==> config.mk <==
export PLATFORM = sky130hd
export DESIGN_NAME = gb_rsp_fifo
export DESIGN_NICKNAME = d
export VERILOG_FILES = /design/src/rtl/gb_pkg.sv /design/src/rtl/gb_rsp_fifo.sv
export SDC_FILE = /design/constraint.sdc
export NUM_CORES = 1
export LEC_CHECK = 0
export ABC_AREA = 0
export BUFFER_PORTS_ARGS = -buffer_cell sky130_fd_sc_hd__buf_4
export CELL_PAD_IN_SITES_DETAIL_PLACEMENT = 0
export CELL_PAD_IN_SITES_GLOBAL_PLACEMENT = 2
export CORE_ASPECT_RATIO = 0.75
export CORE_MARGIN = 3
export CORE_UTILIZATION = 25
export DETAILED_ROUTE_END_ITERATION = 7
export PLACE_DENSITY_LB_ADDON = 0.1
export SLEW_MARGIN = 25
export SYNTH_ARGS = -nofsm -noshare
export SYNTH_HDL_FRONTEND = slang
export SYNTH_SLANG_ARGS = --single-unit
==> constraint.sdc <==
create_clock -name clock -period 4.17 [get_ports clock]
set_clock_uncertainty 0.1 [all_clocks]
set_input_delay 1.0425 -clock clock [delete_from_list [all_inputs] [get_ports clock]]
set_output_delay 1.0425 -clock clock [all_outputs]
set_load 0.1 [all_outputs]
==> src/rtl/gb_pkg.sv <==
package gb_pkg;

   localparam int MAX_WIDTH  = 512;
   localparam int PIXEL_BITS = 8;
   localparam int COL_BITS   = $clog2(MAX_WIDTH);
   localparam int ROW_LIMIT  = 512;
   localparam int ROW_BITS   = $clog2(ROW_LIMIT);
   localparam int DIM_BITS   = 10;
   // 1-2-1 kernel weights sum to 16: four guard bits
   localparam int SUM_BITS   = PIXEL_BITS + 4;

   localparam int REQ_DATA_BITS = ((PIXEL_BITS + 7) / 8) * 8;
   localparam int RSP_DATA_BITS = ((ROW_BITS + COL_BITS + PIXEL_BITS + 7) / 8) * 8;

   localparam int FIFO_DEPTH    = 8;
   localparam int FIFO_PTR_BITS = $clog2(FIFO_DEPTH);
   localparam int FIFO_CNT_BITS = FIFO_PTR_BITS + 1;

   localparam int CSR_INDEX_BITS = 1;
   localparam logic [CSR_INDEX_BITS-1:0] REG_IMAGE_WIDTH  = 1'b0;
   localparam logic [CSR_INDEX_BITS-1:0] REG_IMAGE_HEIGHT = 1'b1;

   typedef struct packed {
      logic [ROW_BITS-1:0]   row;
      logic [COL_BITS-1:0]   col;
      logic [PIXEL_BITS-1:0] value;
      logic                  last;
   } rsp_item_type;

   // up to two results per item, item0 first in stream order
   typedef struct packed {
      logic         push0;
      logic         push1;
      rsp_item_type item0;
      rsp_item_type item1;
   } fifo_push_type;

endpackage

==> src/rtl/gb_rsp_fifo.sv <==
module gb_rsp_fifo (
   input  logic                                clock,
   input  logic                                reset,
   input  gb_pkg::fifo_push_type               push,
   input  logic                                out_ready,
   output logic                                out_valid,
   output gb_pkg::rsp_item_type                out_item,
   output logic [gb_pkg::FIFO_CNT_BITS-1:0]    level
);

   gb_pkg::rsp_item_type slot_ff [gb_pkg::FIFO_DEPTH];

   logic [gb_pkg::FIFO_PTR_BITS-1:0] wr_ptr_ff, wr_ptr_in;
   logic [gb_pkg::FIFO_PTR_BITS-1:0] rd_ptr_ff, rd_ptr_in;
   logic [gb_pkg::FIFO_CNT_BITS-1:0] count_ff, count_in;
   logic [gb_pkg::FIFO_PTR_BITS-1:0] wr_ptr_next;
   logic [1:0]                       n_push;
   logic                             pop;

   assign out_valid   = (count_ff != '0);
   assign out_item    = slot_ff[rd_ptr_ff];
   assign level       = count_ff;
   assign pop         = out_valid && out_ready;
   assign n_push      = 2'(push.push0) + 2'(push.push1);
   assign wr_ptr_next = wr_ptr_ff + 1'b1;

   always_comb begin
      wr_ptr_in = wr_ptr_ff + gb_pkg::FIFO_PTR_BITS'(n_push);
      rd_ptr_in = rd_ptr_ff + gb_pkg::FIFO_PTR_BITS'(pop);
      count_in  = count_ff + gb_pkg::FIFO_CNT_BITS'(n_push)
                  - gb_pkg::FIFO_CNT_BITS'(pop);
   end

   always_ff @(posedge clock) begin
      if (reset) begin
         wr_ptr_ff <= '0;
         rd_ptr_ff <= '0;
         count_ff  <= '0;
      end else begin
         wr_ptr_ff <= wr_ptr_in;
         rd_ptr_ff <= rd_ptr_in;
         count_ff  <= count_in;
      end
   end

   always_ff @(posedge clock) begin
      if (push.push0) begin
         slot_ff[wr_ptr_ff] <= push.item0;
      end
      if (push.push1) begin
         slot_ff[wr_ptr_next] <= push.item1;
      end
   end

endmodule

**Word level (Yosys, flattened, before mapping)**

Memory sizes are Yosys's and may differ from the RTL's. A register that Yosys moved wholly into a read port is not among the register bits.
Index checks and enable logic that the tools add are counted.

- Add/sub/neg operators: 6
- $mul: 0
- Div/mod/pow operators: 0
- Magnitude comparators: 0
- Equal/unequal tests: 0
- Shift-type cells: 0
- Muxes and demuxes: 5
- Bitwise gates (word level): 0
- Reductions and logical operators: 2

Operator list:

| kind | count |
|---|---|
| $add 4x2->4 | 1 |
| $mux 1 | 4 |
| $reduce_bool 4->1 | 1 |
| $sub 4x1->4 | 1 |
| $add 3x1->3 | 1 |
| $add 3x1->3 const B | 1 |
| $add 3x2->3 | 1 |
| $mux 3 | 1 |
| $add 1x1->2 | 1 |
| $logic_and 1x1->1 | 1 |

- Register bits after elaboration: 10
- Latch bits: 0
- Memory bits (writable): 216
- Memory bits (read-only): 0
- Output and inout bits: 32
- Memories: 1

Memories:

| name | depth | bits a word | rd ports | clocked after Yosys merged registers in | write ports | line | text |
|---|---|---|---|---|---|---|---|
| slot_ff | 8 | 27 | 1 | 1 | 2 | gb_rsp_fifo.sv:11 | `gb_pkg::rsp_item_type slot_ff [gb_pkg::FIFO_DEPTH];` |

**Logic depth before layout (Yosys ltp)**

- Depth in word-level cells: 4
- Depth in mapped cells: 9
- Depth with buffers taken out: 9

**Least setup slack after synthesis**

Ideal clock, no wire load.

- Path type: input-to-reg
- From: input port push[55] in the netlist's numbering
- To: memory slot_ff[2][0] in the netlist's numbering (enable)
- Data arrival time: 3.253 ns
- Required time: 3.616 ns
- Slack: 0.362 ns
- Stages: 2
- Buffers on the path: 0
- Path through: nand2_1 -> o32ai_1

RTL lines:

| item | line | text |
|---|---|---|
| start: declaration | gb_rsp_fifo.sv:4 | `input gb_pkg::fifo_push_type push,` |
| end: declaration | gb_rsp_fifo.sv:11 |  |

==> results.tsv <==
stage	metric	value	unit
cells_and_area	final_util	31.50	%
cells_and_area	flow.area_growth_from_synthesis	22.43	%
floorplan	boundaryPins	91	
drt	dr_total_vias	6343	
worst_setup_path	reg2reg_to	slot_ff[4][4]	
floorplan	die_height	190.5	um
worst_setup_path	crit_path_class	reg -> out	
clocking	tritoncts.num_buffers	27	
clocking	cts_tree	yes	
worst_setup_path	regToRegSetupSlack	0.99	ns
logic_synthesis	yosysTopAreaCellShare	57.17	%
logic_synthesis	yosysTopAreaCell	sky130_fd_sc_hd__edfxtp_1	
grt	pin_count_of_the_biggest_net_entering_global_routing	45	
drt	detail_route.drc_violations	0	
drt	drt-vias-per-instance	4.755	
sta	max_freq	0.2661	GHz
placement	post-dp-hpwl	20320	um
logic_synthesis	synth_area_per_cell	18.12	um^2
logic_synthesis	ys_top_cells_by_area	sky130_fd_sc_hd__edfxtp_1, sky130_fd_sc_hd__mux2_2, sky130_fd_sc_hd__mux4_2	
logic_synthesis	synth_seq_cells	226	
clocking	post-cts-setup-buffer-count	0	
worst_setup_path	cpLargestDelayFamily	multiplexers	
placement	port_buffers	90	
power	finalPower	0.008076	W
clocking	insertion_delay	0.54	ns
power	clockPowerShare	28.4	%
grt	top_usage_layer	met2	
clocking	postCtsResizedCells	0	
sta	final-hold-violation-count	0	
sta	maxSlewViolCount	0	
power	switching_share	36.79	%
grt	groute.usage.overall	14.35	%
sta	grt_setup_unrepaired	no	
logic_synthesis	synth-edff-count	216	
worst_setup_path	crit_path_max_fanout	18	
drt	wire_per_inst	25.55	um
worst_setup_path	worstSetupStartpoint	rd_ptr_ff[1]	
clocking	clock-root-buffer	sky130_fd_sc_hd__clkbuf_16	
worst_setup_path	crit_path_launch_type	register	
power	power.density	581.5	nW/um^2
logic_synthesis	postSynthCellCount	626	
cells_and_area	fillCellCount	4319	
worst_setup_path	critPathCaptureType	primary output	
sta	finalSetupTns	0	ns
run	maxCapViolations	0	
sta	finalHoldWorstSlack	0.5384	ns
power	internal_power	0.005105	W
logic_synthesis	synth-main-ff-cell	sky130_fd_sc_hd__edfxtp_1	
clocking	hold_buffers	0	
floorplan	starting_density_of_the_core	25.73	%
drt	drt_pre_antenna_iters	4	
placement	global_placer_s_final_weighted_congestion	0.6964	
sta	fin_crit	3.758	ns
grt	grt_pass1_wl	50140	um
grt	grt_util_met1	20.40	%
cells_and_area	nets	811	
floorplan	die_area	48000	um^2
drt	drtAntennaViolNets	0	
power	power_leakage	4.510	nW
clocking	cts.htree.levels	1	
floorplan	die_width	252.0	um
sta	final.period_utilization	90.13	%
outcome	status	finished, final reports clean	
logic_synthesis	synthesis.area	11340	um^2
logic_synthesis	async_flop_share	0	%
worst_setup_path	cell_breakdown_of_the_critical_path	buf_4, mux4_2, mux2_2, buf_4	
floorplan	coreArea	44100	um^2
sta	timing.final.setup_violations	0	
grt	global_route.overflow_total	0	
grt	antenna_violations_before_repair	2	
min_path	min_path_type	reg -> reg	
worst_setup_path	critical_path_arrival	2.62	ns
worst_setup_path	path_depth	4	
clocking	max-clock-path-buffers	3	
power	max_ir_drop_vdd	0.0003709	V
drt	drt-total-wl	34080	um
worst_setup_path	worst_setup_path_endpoint	out_item[2]	
power	netSwitchingPower	0.002971	W
worst_setup_path	timing.critical_path.buf_inv	2	
clocking	clk_pin_slew_worst_paths	0.06	ns
logic_synthesis	yosysWarnings	0	
worst_setup_path	worst_path_max_stage_delay	0.61	ns
drt	drt_first_iter_violations	422	
floorplan	placementRows	66	
cells_and_area	layout_cells_sized_above_1	62.96	%
worst_setup_path	critPathSlowestCell	sky130_fd_sc_hd__dfxtp_4	
logic_synthesis	ys_seq_area_share	58.94	%
worst_setup_path	crit-reg2reg-launch	wr_ptr_ff[0]	
grt	global_route.usage.met2	23.00	%
worst_setup_path	timing.critical_path.required	3.03	ns
logic_synthesis	yosys.cell_types.count	33	
power	share_seq_of_total_power	36.4	%
sta	timing.max_slew.rel_slack	46.32	%
sta	worst_pin_slew	0.8031	ns
grt	grt_pass1_vias	7015	
power	power_frac_comb	35.2	%
grt	use_met3	2.727	%
logic_synthesis	net_count_after_synthesis	696	
cells_and_area	antenna_cells_inserted	0	
worst_setup_path	worst_path_most_repeated_cell	sky130_fd_sc_hd__buf_4	
clocking	cts.sink_count	226	
worst_setup_path	ff2ff_path_depth	5	
[worst min path at each step]
stage                       startpoint            to  slack (ns)  depth (start not counted)
after floorplan           rd_ptr_ff[1]  rd_ptr_ff[1]        0.45                          2
after global placement        level[0]      level[0]        0.53                          2
after detailed placement      level[0]      level[0]        0.53                          2
after CTS                     level[0]      level[0]        0.55                          2
after global routing          level[0]      level[0]        0.63                          2
final                         level[0]      level[0]        0.54                          2
[logic make-up (layout without fill, tap and decap cells)]
logic type | count (synthesis) | after routing | synth area share [%]
AO/OA/AOI/OAI | 11 | 11 | 0.6507
XOR/XNOR | 6 | 6 | 0.5956
adder cells (fa/ha/maj) | 11 | 11 | 1.346
buffers and inverters | 40 | 170 | 1.654
flip-flops | 226 | 226 | 58.94
multiplexers | 298 | 298 | 34.94
AND/OR/NAND/NOR | 34 | 34 | 1.875
[synthesized netlist by cell type, types with 3 or more instances]
cell                       number
sky130_fd_sc_hd__mux2_2       244
sky130_fd_sc_hd__nand2b_1       4
sky130_fd_sc_hd__inv_1          6
sky130_fd_sc_hd__dfxtp_1       10
sky130_fd_sc_hd__xnor2_1        4
sky130_fd_sc_hd__nor2_1         5
sky130_fd_sc_hd__mux4_2        54
sky130_fd_sc_hd__nor2_2         4
sky130_fd_sc_hd__nand2_1        4
sky130_fd_sc_hd__nor2b_1        6
sky130_fd_sc_hd__buf_4          3
sky130_fd_sc_hd__ha_1           9
sky130_fd_sc_hd__clkbuf_1       9
sky130_fd_sc_hd__edfxtp_1     216
sky130_fd_sc_hd__buf_2         21
[metrics by stage]
| step | instances | worst slack, ns | instance area, um^2 |
|---|---|---|---|
| after floorplan | 626 | 0.3622 | 11340 |
| after global placement | 1289 | 0.9336 | 13050 |
| after detailed placement | 1289 | 0.9278 | 13050 |
| after CTS | 1333 | 0.3120 | 13870 |
| after global routing | 1334 | 0.2491 | 13890 |
| final | 1334 | 0.4117 | 13890 |
[placed cells by master (no fill, tap or decap), drive strengths merged]
cell,Yosys,routed
mux2,244,244
edfxtp,216,216
buf,25,120
mux4,54,54
clkbuf,9,32
dfxtp,10,10
ha,9,9
nor2,9,9
inv,6,7
clkinv,0,7
nor2b,6,6
nand2,6,6
xnor2,5,5
nand2b,4,4
bufinv,0,3
nor3,2,2
nand3,2,2
o21ai,2,2
o32ai,2,2
o21bai,2,2
o22ai,2,2
a21oi,2,2
fa,2,2
or3b,1,1
or2,1,1
xor2,1,1
nor3b,1,1
nand3b,1,1
and3,1,1
a31o,1,1
clkinvlp,0,1
[worst reg2reg max path, cell delays in order (launching register included)]
cell and delay, ns:
sky130_fd_sc_hd__dfxtp_1 0.74, sky130_fd_sc_hd__ha_1 0.38, sky130_fd_sc_hd__nand3b_1 0.42, sky130_fd_sc_hd__nor2_4 0.64, sky130_fd_sc_hd__buf_12 0.28, sky130_fd_sc_hd__mux2_2 0.37
[sequential cells by signal, summed over array words and instances, names as in the netlist]
signal	count
slot_ff	216
wr_ptr_ff	3
level	4
rd_ptr_ff	3
[layout make-up]
type | instances | area, um^2 | area share, %
clock buffers | 32 | 694.4 | 5.000
clock inverters | 12 | 135.1 | 0.9729
well taps | 578 | 723.2 | 5.207
inverters | 6 | 22.52 | 0.1621
repair buffers | 120 | 1021 | 7.351
multi-input cells | 360 | 4601 | 33.12
flip-flops and latches | 226 | 6693 | 48.18
[power groups by stage]
stage	clock [W]	sequential [W]	combinational [W]
6_report	0.00229	0.00294	0.00285
5_1_grt	0.00246	0.00297	0.00300
4_1_cts	0.00238	0.00295	0.00290
3_5_place_dp	0	0.00299	0.00289
3_3_place_gp	0	0.00299	0.00287
2_1_floorplan	0	0.00303	0.00199
[metal layers]
metal,part of all wire (%),vias up,wire (um)
met2,47,130,15850
met1,47,3381,16180
met3,4.2,41,1428
met4,1.8,4,605
met5,0.056,-,19
li1,-,2787,-
No activity file was read; power rests on OpenSTA's default activity.
